### src/design/pcg_pkg.sv
// Shared types, codes and helpers for the PCG32 XSH-RR generator.
// No dependencies; every other design file depends on this package.
package pcg_pkg;

    localparam int STATE_W = 64;
    localparam int WORD_W  = 32;
    localparam int SEQ_W   = 63;
    localparam int CMD_W   = 2;
    localparam int CFG_IDX_W = 2;
    localparam int CNT_W   = 5;

    localparam logic [STATE_W-1:0] LCG_MULT = 64'd6364136223846793005;
    localparam logic [SEQ_W-1:0]   SEQ_RESET = 63'd1442695040888963407;

    localparam logic [CMD_W-1:0] CMD_RESEED  = 2'd0;
    localparam logic [CMD_W-1:0] CMD_RAW     = 2'd1;
    localparam logic [CMD_W-1:0] CMD_BOUNDED = 2'd2;

    localparam logic [CFG_IDX_W-1:0] REG_SEED = 2'd0;
    localparam logic [CFG_IDX_W-1:0] REG_SEQ  = 2'd1;

    // multiplier operand pairs (state half x constant half)
    localparam logic [1:0] MUL_LL = 2'd0;
    localparam logic [1:0] MUL_HL = 2'd1;
    localparam logic [1:0] MUL_LH = 2'd2;

    // result source
    localparam logic [1:0] SRC_ZERO = 2'd0;
    localparam logic [1:0] SRC_WORD = 2'd1;
    localparam logic [1:0] SRC_REM  = 2'd2;

    typedef struct packed {
        logic       reseed_init;
        logic       seed_add;
        logic       word_capture;
        logic       mul_en;
        logic [1:0] mul_sel;
        logic       acc_load;
        logic       acc_add;
        logic       state_update;
        logic       div_start_thr;
        logic       div_start_word;
        logic       div_step;
        logic       thr_capture;
        logic       out_load;
        logic [1:0] out_sel;
    } pcg_ctrl_t;

    typedef struct packed {
        logic bound_zero;
        logic draw_ok;
    } pcg_stat_t;

    // XSH-RR output permutation of the old state
    function automatic logic [WORD_W-1:0] xsh_rr(input logic [STATE_W-1:0] s);
        logic [STATE_W-1:0]  x;
        logic [WORD_W-1:0]   mixed;
        logic [4:0]          rot;
        logic [2*WORD_W-1:0] dbl;
        x     = (s >> 18) ^ s;
        mixed = x[58:27];
        rot   = s[63:59];
        dbl   = {mixed, mixed} >> rot;
        return dbl[WORD_W-1:0];
    endfunction

endpackage

### src/design/pcg_ifs.sv
// Handshake channel interfaces: request, response and register write.
// Depends on pcg_pkg for widths.
interface pcg_req_if;
    logic                       valid;
    logic                       ready;
    logic [pcg_pkg::CMD_W-1:0]  cmd;
    logic [pcg_pkg::WORD_W-1:0] bound;
    modport source (output valid, output cmd, output bound, input ready);
    modport sink   (input valid, input cmd, input bound, output ready);
endinterface

interface pcg_rsp_if;
    logic                       valid;
    logic                       ready;
    logic [pcg_pkg::WORD_W-1:0] value;
    modport source (output valid, output value, input ready);
    modport sink   (input valid, input value, output ready);
endinterface

interface pcg_cfg_if;
    logic                          valid;
    logic                          ready;
    logic [pcg_pkg::CFG_IDX_W-1:0] index;
    logic [pcg_pkg::STATE_W-1:0]   data;
    modport source (output valid, output index, output data, input ready);
    modport sink   (input valid, input index, input data, output ready);
endinterface

### src/design/pcg_dpath.sv
// Datapath: LCG state and increment, shared 32x32 multiplier, restoring
// remainder unit, config registers and result register. Depends on pcg_pkg.
module pcg_dpath (
    input  logic               clk,
    input  logic               rst_n,
    input  pcg_pkg::pcg_ctrl_t ctrl,
    output pcg_pkg::pcg_stat_t stat,
    pcg_req_if.sink            req,
    pcg_rsp_if.source          rsp,
    pcg_cfg_if.sink            cfg
);
    import pcg_pkg::*;

    logic [STATE_W-1:0]   seed_reg;
    logic [SEQ_W-1:0]     seq_reg;
    logic [STATE_W-1:0]   state_reg;
    logic [STATE_W-1:0]   inc_reg;
    logic [STATE_W-1:0]   before_reg;
    logic [STATE_W-1:0]   prod_reg;
    logic [STATE_W-1:0]   acc_reg;
    logic [WORD_W-1:0]    word_reg;
    logic [WORD_W-1:0]    bound_reg;
    logic [WORD_W-1:0]    thr_reg;
    logic [WORD_W-1:0]    rem_reg;
    logic [WORD_W-1:0]    dvd_reg;
    logic [WORD_W-1:0]    value_reg;

    logic [WORD_W-1:0]    mul_a;
    logic [WORD_W-1:0]    mul_b;
    logic [WORD_W:0]      trial;
    logic [WORD_W-1:0]    rem_next;
    logic [WORD_W-1:0]    value_next;

    assign cfg.ready = 1'b1;
    assign rsp.value = value_reg;

    assign stat.bound_zero = (req.bound == '0);
    assign stat.draw_ok    = (word_reg >= thr_reg) || (state_reg == before_reg);

    always_ff @(posedge clk or negedge rst_n)
    begin
        if (!rst_n)
        begin
            seed_reg <= '0;
            seq_reg  <= SEQ_RESET;
        end
        else if (cfg.valid)
        begin
            if (cfg.index == REG_SEED)
                seed_reg <= cfg.data;
            else if (cfg.index == REG_SEQ)
                seq_reg <= cfg.data[SEQ_W-1:0];
        end
    end

    always_ff @(posedge clk or negedge rst_n)
    begin
        if (!rst_n)
        begin
            state_reg <= '0;
            inc_reg   <= '0;
        end
        else
        begin
            if (ctrl.reseed_init)
            begin
                inc_reg   <= {seq_reg, 1'b1};
                state_reg <= '0;
            end
            else if (ctrl.seed_add)
                state_reg <= state_reg + seed_reg;
            else if (ctrl.state_update)
                state_reg <= acc_reg + inc_reg;
        end
    end

    always_comb
    begin
        mul_a = (ctrl.mul_sel == MUL_HL) ? state_reg[63:32] : state_reg[31:0];
        mul_b = (ctrl.mul_sel == MUL_LH) ? LCG_MULT[63:32] : LCG_MULT[31:0];
    end

    // state * mult mod 2^64 from three 32x32 partial products
    always_ff @(posedge clk)
    begin
        if (ctrl.mul_en)
            prod_reg <= STATE_W'(mul_a) * STATE_W'(mul_b);
        if (ctrl.acc_load)
            acc_reg <= prod_reg;
        else if (ctrl.acc_add)
            acc_reg <= acc_reg + {prod_reg[31:0], 32'h0};
        if (ctrl.word_capture)
        begin
            word_reg   <= xsh_rr(state_reg);
            before_reg <= state_reg;
        end
    end

    // restoring remainder, one dividend bit per step
    always_comb
    begin
        trial    = {rem_reg, dvd_reg[WORD_W-1]};
        rem_next = (trial >= {1'b0, bound_reg}) ? WORD_W'(trial - {1'b0, bound_reg})
                                                : trial[WORD_W-1:0];
    end

    always_ff @(posedge clk)
    begin
        if (ctrl.div_start_thr)
        begin
            bound_reg <= req.bound;
            dvd_reg   <= WORD_W'(0) - req.bound;
            rem_reg   <= '0;
        end
        else if (ctrl.div_start_word)
        begin
            dvd_reg <= word_reg;
            rem_reg <= '0;
        end
        else if (ctrl.div_step)
        begin
            dvd_reg <= {dvd_reg[WORD_W-2:0], 1'b0};
            rem_reg <= rem_next;
        end
        if (ctrl.thr_capture)
            thr_reg <= rem_next;
    end

    always_comb
    begin
        unique case (ctrl.out_sel)
            SRC_WORD: value_next = word_reg;
            SRC_REM:  value_next = rem_reg;
            default:  value_next = '0;
        endcase
    end

    always_ff @(posedge clk)
    begin
        if (ctrl.out_load)
            value_reg <= value_next;
    end

endmodule

### src/design/pcg_ctrl.sv
// Controller: sequences reseed, LCG advance, rejection loop and remainder.
// Depends on pcg_pkg; drives request ready and response valid.
module pcg_ctrl (
    input  logic               clk,
    input  logic               rst_n,
    output pcg_pkg::pcg_ctrl_t ctrl,
    input  pcg_pkg::pcg_stat_t stat,
    pcg_req_if.sink            req,
    pcg_rsp_if.source          rsp
);
    import pcg_pkg::*;

    localparam logic [2:0] S_IDLE  = 3'd0;
    localparam logic [2:0] S_ADV   = 3'd1;
    localparam logic [2:0] S_SEED  = 3'd2;
    localparam logic [2:0] S_THR   = 3'd3;
    localparam logic [2:0] S_CHECK = 3'd4;
    localparam logic [2:0] S_REM   = 3'd5;
    localparam logic [2:0] S_OUT   = 3'd6;

    localparam logic [CNT_W-1:0] ADV_LAST = CNT_W'(4);
    localparam logic [CNT_W-1:0] DIV_LAST = '1;

    logic [2:0]       state_reg, state_next;
    logic [CNT_W-1:0] cnt_reg, cnt_next;
    logic [CMD_W-1:0] op_reg, op_next;
    logic             first_reg, first_next;
    logic [1:0]       src_reg, src_next;
    logic             out_valid_reg, out_valid_next;
    logic             accept;

    assign req.ready = (state_reg == S_IDLE);
    assign rsp.valid = out_valid_reg;
    assign accept    = req.valid && req.ready;

    always_comb
    begin
        ctrl           = '0;
        ctrl.out_sel   = src_reg;
        state_next     = state_reg;
        cnt_next       = cnt_reg;
        op_next        = op_reg;
        first_next     = first_reg;
        src_next       = src_reg;
        out_valid_next = out_valid_reg && !rsp.ready;

        unique case (state_reg)
            S_IDLE:
            begin
                if (accept)
                begin
                    op_next  = req.cmd;
                    cnt_next = '0;
                    unique case (req.cmd)
                        CMD_RESEED:
                        begin
                            ctrl.reseed_init = 1'b1;
                            first_next = 1'b1;
                            state_next = S_ADV;
                        end
                        CMD_RAW:
                            state_next = S_ADV;
                        CMD_BOUNDED:
                        begin
                            if (stat.bound_zero)
                            begin
                                src_next   = SRC_ZERO;
                                state_next = S_OUT;
                            end
                            else
                            begin
                                ctrl.div_start_thr = 1'b1;
                                state_next = S_THR;
                            end
                        end
                        default: ;
                    endcase
                end
            end
            S_ADV:
            begin
                cnt_next = cnt_reg + CNT_W'(1);
                unique case (cnt_reg)
                    CNT_W'(0):
                    begin
                        ctrl.word_capture = 1'b1;
                        ctrl.mul_en  = 1'b1;
                        ctrl.mul_sel = MUL_LL;
                    end
                    CNT_W'(1):
                    begin
                        ctrl.acc_load = 1'b1;
                        ctrl.mul_en   = 1'b1;
                        ctrl.mul_sel  = MUL_HL;
                    end
                    CNT_W'(2):
                    begin
                        ctrl.acc_add = 1'b1;
                        ctrl.mul_en  = 1'b1;
                        ctrl.mul_sel = MUL_LH;
                    end
                    CNT_W'(3):
                        ctrl.acc_add = 1'b1;
                    default:
                        ctrl.state_update = 1'b1;
                endcase
                if (cnt_reg == ADV_LAST)
                begin
                    cnt_next = '0;
                    priority if (op_reg == CMD_RESEED && first_reg)
                        state_next = S_SEED;
                    else if (op_reg == CMD_RESEED)
                        state_next = S_IDLE;
                    else if (op_reg == CMD_RAW)
                    begin
                        src_next   = SRC_WORD;
                        state_next = S_OUT;
                    end
                    else
                        state_next = S_CHECK;
                end
            end
            S_SEED:
            begin
                ctrl.seed_add = 1'b1;
                first_next = 1'b0;
                cnt_next   = '0;
                state_next = S_ADV;
            end
            S_THR:
            begin
                ctrl.div_step = 1'b1;
                cnt_next = cnt_reg + CNT_W'(1);
                if (cnt_reg == DIV_LAST)
                begin
                    ctrl.thr_capture = 1'b1;
                    state_next = S_ADV;
                end
            end
            S_CHECK:
            begin
                cnt_next = '0;
                if (stat.draw_ok)
                begin
                    ctrl.div_start_word = 1'b1;
                    state_next = S_REM;
                end
                else
                    state_next = S_ADV;
            end
            S_REM:
            begin
                ctrl.div_step = 1'b1;
                cnt_next = cnt_reg + CNT_W'(1);
                if (cnt_reg == DIV_LAST)
                begin
                    src_next   = SRC_REM;
                    state_next = S_OUT;
                end
            end
            S_OUT:
            begin
                // hold until the result register is free
                if (!out_valid_reg || rsp.ready)
                begin
                    ctrl.out_load  = 1'b1;
                    out_valid_next = 1'b1;
                    state_next     = S_IDLE;
                end
            end
            default:
                state_next = S_IDLE;
        endcase
    end

    always_ff @(posedge clk or negedge rst_n)
    begin
        if (!rst_n)
        begin
            state_reg     <= S_IDLE;
            cnt_reg       <= '0;
            op_reg        <= CMD_RAW;
            first_reg     <= 1'b0;
            src_reg       <= SRC_ZERO;
            out_valid_reg <= 1'b0;
        end
        else
        begin
            state_reg     <= state_next;
            cnt_reg       <= cnt_next;
            op_reg        <= op_next;
            first_reg     <= first_next;
            src_reg       <= src_next;
            out_valid_reg <= out_valid_next;
        end
    end

endmodule

### src/design/pcg32_xsh_rr_generator.sv
// PCG32 XSH-RR generator top level. One item at a time; each LCG advance
// runs on the shared 32x32 multiplier. A raw draw gives one result; a
// reseed gives no result. A bounded draw computes the threshold remainder,
// repeats draw attempts until one is accepted, then computes the result
// remainder; bound zero answers zero without any division. Reset clears state and increment
// to zero, seed to zero and stream select to its default. Depends on pcg_pkg, pcg_ifs.
module pcg32_xsh_rr_generator (
    input  logic      clk,
    input  logic      rst_n,
    pcg_req_if.sink   req,
    pcg_rsp_if.source rsp,
    pcg_cfg_if.sink   cfg
);
    import pcg_pkg::*;

    pcg_ctrl_t ctrl;
    pcg_stat_t stat;

    pcg_ctrl u_ctrl (
        .clk   (clk),
        .rst_n (rst_n),
        .ctrl  (ctrl),
        .stat  (stat),
        .req   (req),
        .rsp   (rsp)
    );

    pcg_dpath u_dpath (
        .clk   (clk),
        .rst_n (rst_n),
        .ctrl  (ctrl),
        .stat  (stat),
        .req   (req),
        .rsp   (rsp),
        .cfg   (cfg)
    );

endmodule

### src/flat_wrapper.sv
// flat-port wrapper written by rule: the top's interface ports become plain ports
module pcg32_xsh_rr_generator_flat import pcg_pkg::*;
  (clk, rst_n, req_valid, req_cmd, req_bound, req_ready, rsp_valid, rsp_value, rsp_ready, cfg_valid, cfg_index, cfg_data, cfg_ready);
  pcg_req_if req_i ();
  pcg_rsp_if rsp_i ();
  pcg_cfg_if cfg_i ();
  input  logic clk;
  input  logic rst_n;
  input wire logic [$bits(req_i.valid)-1:0] req_valid;
  input wire logic [$bits(req_i.cmd)-1:0] req_cmd;
  input wire logic [$bits(req_i.bound)-1:0] req_bound;
  output wire logic [$bits(req_i.ready)-1:0] req_ready;
  output wire logic [$bits(rsp_i.valid)-1:0] rsp_valid;
  output wire logic [$bits(rsp_i.value)-1:0] rsp_value;
  input wire logic [$bits(rsp_i.ready)-1:0] rsp_ready;
  input wire logic [$bits(cfg_i.valid)-1:0] cfg_valid;
  input wire logic [$bits(cfg_i.index)-1:0] cfg_index;
  input wire logic [$bits(cfg_i.data)-1:0] cfg_data;
  output wire logic [$bits(cfg_i.ready)-1:0] cfg_ready;
  assign req_i.valid = req_valid;
  assign req_i.cmd = req_cmd;
  assign req_i.bound = req_bound;
  assign req_ready = req_i.ready;
  assign rsp_valid = rsp_i.valid;
  assign rsp_value = rsp_i.value;
  assign rsp_i.ready = rsp_ready;
  assign cfg_i.valid = cfg_valid;
  assign cfg_i.index = cfg_index;
  assign cfg_i.data = cfg_data;
  assign cfg_ready = cfg_i.ready;
  pcg32_xsh_rr_generator u_core (.clk(clk), .rst_n(rst_n), .req(req_i), .rsp(rsp_i), .cfg(cfg_i));
endmodule
### config.mk
export PLATFORM = sky130hd
export DESIGN_NAME = pcg32_xsh_rr_generator_flat
export DESIGN_NICKNAME = d
export VERILOG_FILES = /design/src/design/pcg_pkg.sv /design/src/design/pcg_ifs.sv /design/src/design/pcg_dpath.sv /design/src/design/pcg_ctrl.sv /design/src/design/pcg32_xsh_rr_generator.sv /design/src/flat_wrapper.sv
export SDC_FILE = /design/constraint.sdc
export NUM_CORES = 2
export LEC_CHECK = 0
export BUFFER_PORTS_ARGS = -buffer_cell sky130_fd_sc_hd__buf_4
export CAP_MARGIN = 15
export CORE_ASPECT_RATIO = 2
export CORE_MARGIN = 5
export CORE_UTILIZATION = 52
export DETAILED_ROUTE_END_ITERATION = 7
export PLACE_DENSITY = 0.68
export SLEW_MARGIN = 20
export SYNTH_ARGS = -nofsm -noshare
export SYNTH_HDL_FRONTEND = slang
export SYNTH_SLANG_ARGS = --single-unit
### constraint.sdc
create_clock -name clk -period 14 [get_ports clk]
set_clock_uncertainty 0.15 [all_clocks]
set_input_delay 0.7 -clock clk [delete_from_list [all_inputs] [get_ports clk]]
set_output_delay 0.7 -clock clk [all_outputs]
set_load 0.02 [all_outputs]
==> impl_metrics.ini <==
[run_status]
status = complete, no violations

[cells_and_area]
nNetsFinal = 7600
fin_cells = 7887
multi_input_area_um2 = 39060
final_area_um2 = 65990
drive_above_1_share_pct = 9.322
num-fill-cells = 10475
layout.area.seq_um2 = 17960
area_growth_pct = 8.092

[global_route]
antenna_found_initial = 6
overflow = 0
grt_pass1_vias = 50218
grtUsageTotal_pct = 33.99
grt_start_max_net_pins = 108
grt_pass1_wl_mm = 313.4

[detailed_routing]
vias = 46761
drtIter0Drc = 3112
vias_per_cell = 5.929
post_drt_wl_per_cell_um = 27.14
firstDrtPassIters = 8
ant_nets = 0
wl_mm = 214.1
drc = 0

[synthesis]
yosysSeqAreaShare_pct = 29.42
ys.flop_type = edfxtp_1
synth_warnings = 0
async_reset_ff_share_pct = 41.26
syn_area_um2 = 61050
syn_avg_cell_area_um2 = 9.797
synth.ff_latch_count = 652
synth_edf_count = 351
synth.distinct_cells = 87
synthCells = 6231

[timing]
grt_setup_unrepaired = false
final.period_utilization_pct = 82.24
max_freq_mhz = 86.85
fin_setup_tns_ps = 0
tightest_slew_ps = 1174
whs_ps = 109.5
slew_headroom_pct = 21.71
slew_violations = 0
hold_viol = 0
setup_viol = 0
fin_crit_ps = 11510

[setup_path]
timing.reg2reg.setup_slack_ps = 2490
slowest_stage = dfrtp_1
critPathArrivalTime_ps = 11750
r2r_cells = 33
worstPathRequired_ps = 14240
crit_path_end_kind = flip-flop
rr_endpoint = u_core.u_dpath.prod_reg[52]$_DFFE_PP_
crit_start = u_core.u_ctrl.state_reg[2]$_DFFE_PN0P_
cpMostUsedCell = fa_1
slowest_delay_ps = 720
r2r_start = u_core.u_ctrl.state_reg[2]$_DFFE_PN0P_
cp_max_fo = 32
crit_buf_inv = 7
worst_setup_path_start_kind = flip-flop
critical-path-top-delay-family = adder cells
path_depth = 33
critPathKind = reg2reg
setup.worst_path.end = u_core.u_dpath.prod_reg[52]$_DFFE_PP_

[floorplan]
std_cell_rows = 177
die_w_um = 252.3
chipHeight_um = 494.6
core-area_um2 = 116500
io_pins = 140
initial_core_util_pct = 52.40
die-area_um2 = 124800

[clocking]
cts_tree = built
cts_setup_buffers = 0
clkLatencyLatePin_ps = 650
ctsResizeCount = 0
clock-root-buffer = clkbuf_16
numCtsBuffers = 55
htreeDepth = 2
cts_buffer_depth = 3
cts.sinks = 652
clk_pin_slew_ps = 80

[placement]
place_area_um2 = 63970
io_buffers = 138
gp_congestion = 1.075
place_inst = 7778
dp_hpwl_mm = 176.4

[job]
maxCapViolations = 0

[worst_hold_path]
hp-class = in2reg
cell usage in the layout (no fill, tap or decap), types with 10 or more instances in the layout:
master	synthesis	routed
inv_1	870	870
ha_1	641	641
nand2_1	560	560
fa_1	539	539
nor2_1	478	476
a21oi_1	364	362
edfxtp_1	351	351
o21ai_0	291	290
dfrtp_1	233	232
buf_4	2	230
a21o_1	184	183
xor2_1	174	174
mux2_2	164	164
xnor2_1	163	163
mux2i_1	91	90
nand3_1	81	81
nor3_1	80	78
and3_1	63	63
clkbuf_16	0	62
nand4_1	60	60
o21a_1	44	44
a22oi_1	41	41
o21bai_1	38	38
dfstp_2	36	36
conb_1	2	32
dfxtp_1	32	32
a211oi_1	31	31
nor2b_1	30	30
o31ai_1	28	28
nor4_1	28	28
nand2b_1	29	28
a31oi_1	23	23
or3_1	23	21
o211ai_1	19	19
mux4_2	17	17
and2_1	13	12
o221ai_1	10	10
layer usage:
layer	GRT usage, %	vias up	share of wire (%)	routed length (µm)
met5	0	-	0.017	37
met2	63.53	1732	53	113000
li1	-	21220	-	-
met3	3.548	821	4.1	8697
met4	33.28	6	13	27810
met1	30.86	22982	30	64510
cell families after synthesis:
| kind of cell | Yosys count | synth area share [%] |
|---|---|---|
| simple gates | 1488 | 10.80 |
| compound gates | 1183 | 12.05 |
| fa+ha+maj | 1180 | 30.81 |
| buf+inv | 1116 | 6.909 |
| flops | 652 | 29.42 |
| xor+xnor | 337 | 4.835 |
| mux | 273 | 5.163 |
| other cells | 2 | 0.01230 |
layout make-up:
cell class	count	share of cell area, %
flip-flops and latches	652	27.22
clock inverters	30	0.5442
repair buffers	232	2.655
clock buffers	73	2.475
well taps	1521	2.884
multi-input cells	4493	59.20
diodes	5	0.01896
inverters	881	5.012
cell usage after synthesis (all sizes together), types with 7 or more instances:
cell type	n	share of area, %
a211oi	31	0.38
a21o	184	2.3
a21oi	365	3.0
a221o	8	0.13
a221oi	8	0.11
a22oi	41	0.50
a311oi	9	0.13
a31oi	23	0.24
a41oi	8	0.11
and2	15	0.15
and3	63	0.65
buf	34	0.26
clkbuf	201	1.2
clkinv	8	0.049
dfrtp	233	9.6
dfstp	36	1.5
dfxtp	32	1.0
edfxtp	351	17
fa	539	18
ha	641	13
inv	873	5.4
mux2	165	3.0
mux2i	91	1.5
mux4	17	0.63
nand2	561	3.5
nand2b	29	0.30
nand3	81	0.66
nand3b	7	0.086
nand4	60	0.61
nor2	479	2.9
nor2b	30	0.31
nor3	81	0.67
nor4	30	0.36
o211ai	19	0.23
o21a	44	0.54
o21ai	296	2.4
o21bai	38	0.47
o221ai	10	0.14
o22ai	8	0.082
o31a	10	0.14
o31ai	28	0.34
or2	9	0.092
or3	24	0.25
xnor2	163	2.3
xor2	174	2.5
worst min path at each step:
stage	startpoint	endpoint	slack [ps]	cells past startpoint
floorplan	rst_n	u_core.u_ctrl.cnt_reg[0]$_DFFE_PN0P_	250	0
global placement	u_core.u_dpath.seq_reg[11]$_DFFE_PN0P_	u_core.u_dpath.inc_reg[12]$_DFFE_PN0P_	290	2
detailed placement	u_core.u_dpath.seq_reg[56]$_DFFE_PN0P_	u_core.u_dpath.inc_reg[57]$_DFFE_PN0P_	300	2
CTS	req_bound[29]	u_core.u_dpath.bound_reg[29]$_DFFE_PP_	80	1
global route	req_bound[29]	u_core.u_dpath.bound_reg[29]$_DFFE_PP_	100	1
finish	req_bound[26]	u_core.u_dpath.bound_reg[26]$_DFFE_PP_	110	1
stage by stage:
stage | worst slack, ps | util [%]
after global placement | 2437 | 54.91
after global routing | 1956 | 56.64
after CTS | 2624 | 56.63
after floorplan | 4235 | -
final | 2486 | 56.65
after detailed placement | 2664 | 54.91
what timing repair did:
action / CTS / global route
hold buffers: 1 / 0
endpoints found under the hold margin: 30 / 0
endpoints found under the setup margin: 0 / 0
Power is not shown: default switching activity piles up to over one toggle a cycle in this logic, so the estimate is an artifact.
